--- src/rtl/core/ole_pkg.sv ---
// Shared types and codes for the ordered list engine.
// Used by ordered_list_engine and its checker; no dependencies.
package ole_pkg;

	localparam int CAPACITY_DEF = 16;
	localparam int DATA_W       = 32;
	localparam int OP_W         = 3;
	localparam int ST_W         = 2;
	localparam int LEN_W        = 5;

	localparam logic [OP_W-1:0] OP_TAIL     = 3'd0;
	localparam logic [OP_W-1:0] OP_HEAD     = 3'd1;
	localparam logic [OP_W-1:0] OP_DELETE   = 3'd2;
	localparam logic [OP_W-1:0] OP_CONTAINS = 3'd3;
	localparam logic [OP_W-1:0] OP_CLEAR    = 3'd4;

	localparam logic [ST_W-1:0] ST_OK      = 2'd0;
	localparam logic [ST_W-1:0] ST_FULL    = 2'd1;
	localparam logic [ST_W-1:0] ST_MISSING = 2'd2;

	typedef struct packed {
		logic [OP_W-1:0]          op;
		logic signed [DATA_W-1:0] value;
	} req_t;

	typedef struct packed {
		logic [ST_W-1:0]  status;
		logic             found;
		logic [LEN_W-1:0] list_length;
		logic             is_empty;
	} rsp_t;

endpackage

--- src/rtl/core/ordered_list_engine.sv ---
// Ordered list engine: bounded list of 32-bit values kept in insertion order.
// Depends on ole_pkg for the beat types and the operation and status codes.
//
// Usage:
//   req carries one operation (insert tail, insert head, delete first match,
//   contains, clear) and a value; rsp returns status, found, length and empty.
//   Every request beat produces exactly one response beat.
//   The entries live in a circular buffer with a head pointer, so both inserts
//   and clear need no walk: the response is valid in the cycle after the
//   request beat.
//   Delete and contains walk the list through one comparator, one entry per
//   cycle from a registered memory read; delete closes the gap by writing each
//   later entry back one slot as it streams past. The response is given once the
//   walk has covered every entry present at the request beat, but contains
//   stops early at its match.
//   One request is in flight at a time: req_stall is high after the request
//   beat until the response beat is taken.
//   rsp stays valid and unchanged while rsp_stall is high.
//   Reset empties the list at once; entries are not cleared, only count and head.
module ordered_list_engine #(
	parameter int CAPACITY = ole_pkg::CAPACITY_DEF
) (
	input  logic          clk,
	input  logic          arst_n,
	input  logic          req_valid,
	output logic          req_stall,
	input  ole_pkg::req_t req,
	output logic          rsp_valid,
	input  logic          rsp_stall,
	output ole_pkg::rsp_t rsp
);
	import ole_pkg::*;

	localparam int PW = (CAPACITY > 1) ? $clog2(CAPACITY) : 1;
	localparam int CW = $clog2(CAPACITY + 1);
	localparam int SW = PW + 2;
	localparam logic [PW-1:0] LAST_PTR = PW'(CAPACITY - 1);
	localparam logic [CW-1:0] FULL_CNT = CW'(CAPACITY);

	typedef enum logic [2:0] {
		S_IDLE = 3'b001,
		S_WALK = 3'b010,
		S_DONE = 3'b100
	} state_t;

	state_t              state_q;
	logic [OP_W-1:0]     op_q;
	logic [DATA_W-1:0]   value_q;
	logic [CW-1:0]       count_q;
	logic [PW-1:0]       head_q;
	logic [CW-1:0]       rd_idx_q;
	logic [PW-1:0]       rd_ptr_q;
	logic                vld_s1;
	logic [CW-1:0]       idx_s1;
	logic [PW-1:0]       ptr_s1;
	logic [DATA_W-1:0]   rdata_s1;
	logic                hit_q;
	logic [PW-1:0]       dst_q;
	logic [ST_W-1:0]     status_q;
	logic                found_q;
	logic [DATA_W-1:0]   entry_store_q [CAPACITY];

	logic                full;
	logic [SW-1:0]       tail_sum;
	logic [PW-1:0]       tail_ptr;
	logic [PW-1:0]       head_prev;
	logic [PW-1:0]       rd_ptr_next;
	logic                rd_issue;
	logic                match_s1;
	logic                last_s1;
	logic                accept;
	logic                we;
	logic [PW-1:0]       wa;
	logic [DATA_W-1:0]   wd;

	assign accept    = (state_q == S_IDLE) && req_valid;
	assign full      = (count_q == FULL_CNT);
	assign tail_sum  = SW'(head_q) + SW'(count_q);
	assign tail_ptr  = (tail_sum >= SW'(CAPACITY)) ? PW'(tail_sum - SW'(CAPACITY))
	                                               : PW'(tail_sum);
	assign head_prev = (head_q == '0) ? LAST_PTR : head_q - PW'(1);
	assign rd_ptr_next = (rd_ptr_q == LAST_PTR) ? '0 : rd_ptr_q + PW'(1);
	assign rd_issue  = (state_q == S_WALK) && (rd_idx_q < count_q);
	assign match_s1  = vld_s1 && (rdata_s1 == value_q);
	assign last_s1   = vld_s1 && ((idx_s1 + CW'(1)) == count_q);

	// Memory write port: inserts from idle, gap closing during a delete walk
	always_comb begin
		we = 1'b0;
		wa = tail_ptr;
		wd = req.value;
		if (accept && !full && (req.op == OP_TAIL)) begin
			we = 1'b1;
		end else if (accept && !full && (req.op == OP_HEAD)) begin
			we = 1'b1;
			wa = head_prev;
		end else if ((state_q == S_WALK) && vld_s1 && hit_q && (op_q == OP_DELETE)) begin
			we = 1'b1;
			wa = dst_q;
			wd = rdata_s1;
		end
	end

	always_ff @(posedge clk) begin
		if (we) begin
			entry_store_q[wa] <= wd;
		end
		if (rd_issue) begin
			rdata_s1 <= entry_store_q[rd_ptr_q];
		end
	end

	always_ff @(posedge clk or negedge arst_n) begin
		if (!arst_n) begin
			state_q  <= S_IDLE;
			op_q     <= OP_TAIL;
			value_q  <= '0;
			count_q  <= '0;
			head_q   <= '0;
			rd_idx_q <= '0;
			rd_ptr_q <= '0;
			vld_s1   <= 1'b0;
			idx_s1   <= '0;
			ptr_s1   <= '0;
			hit_q    <= 1'b0;
			dst_q    <= '0;
			status_q <= ST_OK;
			found_q  <= 1'b0;
		end else begin
			vld_s1 <= rd_issue;
			idx_s1 <= rd_idx_q;
			ptr_s1 <= rd_ptr_q;
			unique case (state_q)
				S_IDLE: begin
					if (req_valid) begin
						op_q     <= req.op;
						value_q  <= req.value;
						rd_idx_q <= '0;
						rd_ptr_q <= head_q;
						hit_q    <= 1'b0;
						found_q  <= 1'b0;
						status_q <= ST_OK;
						state_q  <= S_DONE;
						unique case (req.op)
							OP_TAIL: begin
								if (full) begin
									status_q <= ST_FULL;
								end else begin
									count_q <= count_q + CW'(1);
								end
							end
							OP_HEAD: begin
								if (full) begin
									status_q <= ST_FULL;
								end else begin
									count_q <= count_q + CW'(1);
									head_q  <= head_prev;
								end
							end
							OP_DELETE, OP_CONTAINS: begin
								if (count_q == '0) begin
									status_q <= ST_MISSING;
								end else begin
									state_q <= S_WALK;
								end
							end
							OP_CLEAR: begin
								count_q <= '0;
							end
							default: begin
							end
						endcase
					end
				end
				S_WALK: begin
					if (rd_issue) begin
						rd_idx_q <= rd_idx_q + CW'(1);
						rd_ptr_q <= rd_ptr_next;
					end
					// after the hit, each streamed entry moves into the slot before it
					if (vld_s1 && hit_q) begin
						dst_q <= ptr_s1;
					end
					if (last_s1) begin
						state_q <= S_DONE;
						if (hit_q || match_s1) begin
							found_q <= 1'b1;
							if (op_q == OP_DELETE) begin
								count_q <= count_q - CW'(1);
							end
						end else begin
							status_q <= ST_MISSING;
						end
					end
					if (match_s1 && !hit_q) begin
						hit_q <= 1'b1;
						dst_q <= ptr_s1;
						if (op_q == OP_CONTAINS) begin
							found_q <= 1'b1;
							state_q <= S_DONE;
						end
					end
				end
				S_DONE: begin
					if (!rsp_stall) begin
						state_q <= S_IDLE;
					end
				end
				default: begin
					state_q <= S_IDLE;
				end
			endcase
		end
	end

	assign req_stall        = (state_q != S_IDLE);
	assign rsp_valid        = (state_q == S_DONE);
	assign rsp.status       = status_q;
	assign rsp.found        = found_q;
	assign rsp.list_length  = LEN_W'(count_q);
	assign rsp.is_empty     = (count_q == '0);

endmodule

--- config.mk ---
export PLATFORM = sky130hd
export DESIGN_NAME = ordered_list_engine
export DESIGN_NICKNAME = d
export VERILOG_FILES = /design/src/rtl/core/ole_pkg.sv /design/src/rtl/core/ordered_list_engine.sv
export SDC_FILE = /design/constraint.sdc
export NUM_CORES = 1
export LEC_CHECK = 0
export BUFFER_PORTS_ARGS = -buffer_cell sky130_fd_sc_hd__buf_4
export CAP_MARGIN = 40
export CORE_MARGIN = 1
export CORE_UTILIZATION = 40
export CTS_CLUSTER_DIAMETER = 120
export CTS_CLUSTER_SIZE = 28
export DETAILED_ROUTE_END_ITERATION = 6
export GPL_ROUTABILITY_DRIVEN = 0
export PLACE_DENSITY = 0.63
export SYNTH_ARGS = -nofsm -noshare
export SYNTH_HDL_FRONTEND = slang
export SYNTH_SLANG_ARGS = --single-unit
export TNS_END_PERCENT = 5
--- constraint.sdc ---
create_clock -name clk -period 4.6 [get_ports clk]
set_clock_uncertainty 0.2 [all_clocks]
set_input_delay 0.23 -clock clk [delete_from_list [all_inputs] [get_ports clk]]
set_output_delay 0.23 -clock clk [all_outputs]
set_load 0.02 [all_outputs]
==> results list <==
- Max Transition Viols Final: 0
* Highest Signal Layer: met4
- Hold_sp: rsp_stall
- Post-CTS Resized: 0
- The core region is 61,800 um2.
- Vias per std cell: 5.57
- Setup violations remaining at the end of the flow were counted as 0.
- Dividing the detail-routed wire length by the instance count gives 24.6 um.
* Max-cap violations: 0
- Dividing the final minimum period by the clock period gives 0.835.
- Share of the synthesized area in the top cell type: 0.651
- Share of synthesized cell area in and, or, nand and nor gates: 0.0613
* Worst min-delay path category: input pin to register
* Hold-fix buffers, CTS: 39
- Remaining Overflow, GRT: 0
- For this run, design rule violations remaining after detail routing come to 0.
- Setup repair after global routing left no endpoint under its margin.
* Crit path max-delay family: simple AND/OR/NAND/NOR gates
- STA puts the critical path data arrival time at 3.95 ns.
* Total power per unit cell area: 520 nW/um2
* Worst-skew pair later-pin latency: 0.60 ns
- Routed vias: 13,900
- Summed over all failing endpoints, the final setup total negative slack is 0 ns.
* Crit Path Max Fanout: 43
- After legalization and detailed placement, the total HPWL measured 40,700 um.
* Mean instance size in the synthesized netlist: 15.9 um2
- CTS placed an instance of clkbuf_16 at the clock tree root.
- Synthesized flop and latch total: 618
* Critical Path Start Type: register
* Initial antenna violation count: 1
- Total number of placement rows: 91
- The final-report hold violation count is 0.
* # IOs: 50
- Most used standard cell by instance count after synthesis: edfxtp_1
- The first detailed-routing pass ran for 5 iterations.
* FFs w/ async S/R, synth: 0.120
- Of the post-synthesis cell area, the part taken by muxes is 0.113.
- Of the synthesized area, sequential elements account for 0.725.
* Critical path origin: state_q[0]
- Total Nets Final: 1,701
- Clock-pin slew was measured on the worst setup and hold paths at 0.11 ns.
* Count of H-tree levels built during CTS: 1
- Most frequently used flop master after synthesis: edfxtp_1
* Worst path bufs/invs: 2
- Gate count after technology mapping: 1,573
- Summed area of non-filler cells in the final layout: 28,000 um2
- Most area-consuming cells after synthesis: edfxtp_1 (65%), dfrtp_1 (7.3%), mux4_2 (5.7%), mux2i_1 (4.3%), nand2_1 (4.1%)
* Maximum single-stage delay on the critical path: 0.60 ns
* Critical-path cell list: nor3b_2, and2_2, buf_4, nand3_1, o21ai_0, and3b_1, nand2_1, nor2_4, buf_12
- Synth Area in XOR/XNOR: 0.0136
* TritonCTS buffer count: 26
- After detailed routing, the met3 layer carries 5670 um of wire.
- First-iteration detailed-routing DRC count: 1,602
- Static leakage: 0.00952 uW
- Vias in the first global route: 13,500
- Detailed route wirelength on metal2: 27,900 um
* Wire length of the first global-routing pass: 90,400 um
* Die area: 63,700 um2
* Post-synth top area cell: edfxtp_1
- GRT Util Overall: 0.194
- Counting every sink on the clock net gives 618.
- TritonCTS built the clock tree.
- The detail route stage leaves a number of antenna-violating nets equal to 0.
- In the final routing, the length of wire on met1 measures 27,300 um.
- At the worst endpoint, the required time is 4.71 ns.
- The startpoint identified for the worst register-to-register timing path is state_q[0].
- At the pin with the least slew margin, the transition time is 0.973 ns.
- When the netlist entered floorplanning its net count stood at 1,628.
* Smallest setup slack after layout: 0.760 ns
* Number of inserted diodes: 0
- Starting density of the core: 0.406
* Post-synthesis instance area: 25,100 um2
* Number of enable flip-flop cells after synthesis: 544
* Place WS: 0.799 ns
* Area after detailed placement: 26,800 um2
- For this design, the slowest cell found on the critical path is dfstp_2.
- The area growth from synthesis to layout is 11.7%.
- Of the total synthesized cell area, the portion taken by full adders, half adders and majority gates is 0.00828.
* Worst Setup End Kind: register
- Maximum frequency from static timing analysis: 260 MHz
- In this run the tightest slew margin relative to its limit is 0.350.
- In the final layout, the share of cells above drive strength 1 is 0.146.
* Cell total after placement: 2,416
* Largest net degree at the start of global routing: 65
- Longest Clk Path Bufs: 3
- After clock tree synthesis, the setup repair step added 0 buffers.
* Ranking of synthesized cells by instance count: edfxtp_1 (544), nand2_1 (275), mux2i_1 (109)
- In this run the horizontal extent of the chip is 252 um.
* Power, Total: 14,600 uW
- Outcome: finished, final reports clean
* Shortest period the worst path allows: 3.84 ns
- Excluding fillers, the count of instances in the completed layout stands at 2,503.
- In this run the tool buffered the top-level ports with 49 buffer cells.
- The setup path with the least slack is of type register to register.
- Worst voltage drop across the vdd grid: 287 uV
- Vert. Die Dim: 252 um
* Complex-gate fraction of the synthesized area: 0.0632
- Largest family of logic cells by synthesized area: multiplexers
- Number of warnings reported in the yosys synthesis log: 0
- The netlist uses 63 different library cells.
* Aggregate routed wire length: 61,700 um
==> registers in the layout, summed over array words and instances (netlist names) <==
signal and flops:
head_q 4, rd_ptr_q 4, idx_s1 5, entry_store_q 512, status_q 2, rdata_s1 32, vld_s1 1, ptr_s1 4
value_q 32, state_q 3, op_q 3, found_q 1, hit_q 1, count_q 5, dst_q 4, rd_idx_q 5
==> path summary, 6_finish.rpt <==
kind,end,slack (ns),cells after the start
worst max register to register,entry_store_q[12][17],0.76,9
max in group asynchronous,state_q[0],3.34,4
worst max-delay path,entry_store_q[12][17],0.76,9
worst min register to register,idx_s1[4],0.25,0
worst min-delay path,state_q[0],0.15,3
min in group asynchronous,count_q[3],0.59,4
==> layer usage <==
metal / vias to the layer above / track usage
met4: 0 / 0.0326
met3: 54 / 0.0390
li1: 6161 / -
met5: - / 0
met1: 7132 / 0.291
met2: 594 / 0.296
==> metrics by stage <==
stage | hold slack, ns | utilization
3_3_place_gp | 0.202 | 0.432
5_1_grt | 0.144 | 0.453
6_report | 0.149 | 0.453
2_1_floorplan | -0.266 | -
3_5_place_dp | 0.0332 | 0.434
4_1_cts | 0.108 | 0.453
==> layout by cell type (no fill, tap or decap), types with 15 or more instances in the layout <==
cell | Yosys | routed
clkbuf_16 | 0 | 27
mux2i_1 | 109 | 109
dlygate4sd3_1 | 0 | 39
a221oi_1 | 34 | 34
nor2_4 | 0 | 18
a21oi_1 | 52 | 52
o21ai_0 | 71 | 71
dfrtp_1 | 73 | 69
nand2_1 | 275 | 274
mux2_2 | 26 | 26
a22oi_1 | 33 | 33
buf_4 | 2 | 69
edfxtp_1 | 544 | 544
xnor2_1 | 32 | 32
mux4_2 | 64 | 64
ha_1 | 15 | 15
clkbuf_1 | 51 | 18
nor2_1 | 34 | 16
inv_1 | 17 | 17
==> worst reg2reg max path, cell delays in order, from the launching register on <==
cell     delay (ns)
dfstp_2        0.60
nor3b_2        0.30
and2_2         0.24
buf_4          0.45
nand3_1        0.23
o21ai_0        0.12
and3b_1        0.28
nand2_1        0.30
nor2_4         0.55
buf_12         0.26
==> cell families after synthesis <==
| kind of cell | after synthesis |
|---|---|
| xor gates and xnor gates | 39 |
| muxes | 199 |
| adders and majority gates | 16 |
| and+or+nand+nor | 364 |
| buffers and inverters | 97 |
| AOI/OAI and AO/OA | 240 |
| DFF | 618 |
==> cell type report <==
type | count | area (um2)
multi-input cells | 858 | 6650
clock inverters | 3 | 55.1
clock buffers | 45 | 743
well taps | 837 | 1050
fillers | 5332 | 33800
repair buffers | 125 | 1250
inverters | 17 | 63.8
flip-flops and latches | 618 | 18200
==> where the power goes <==
group	switching, uW	total (uW)	internal, uW	leakage, uW
sequential	445	7040	6590	0.00583
clock	1660	2850	1180	0.000380
combinational	2840	4690	1860	0.00331
Note: power is estimated with default switching activity, not from simulation.
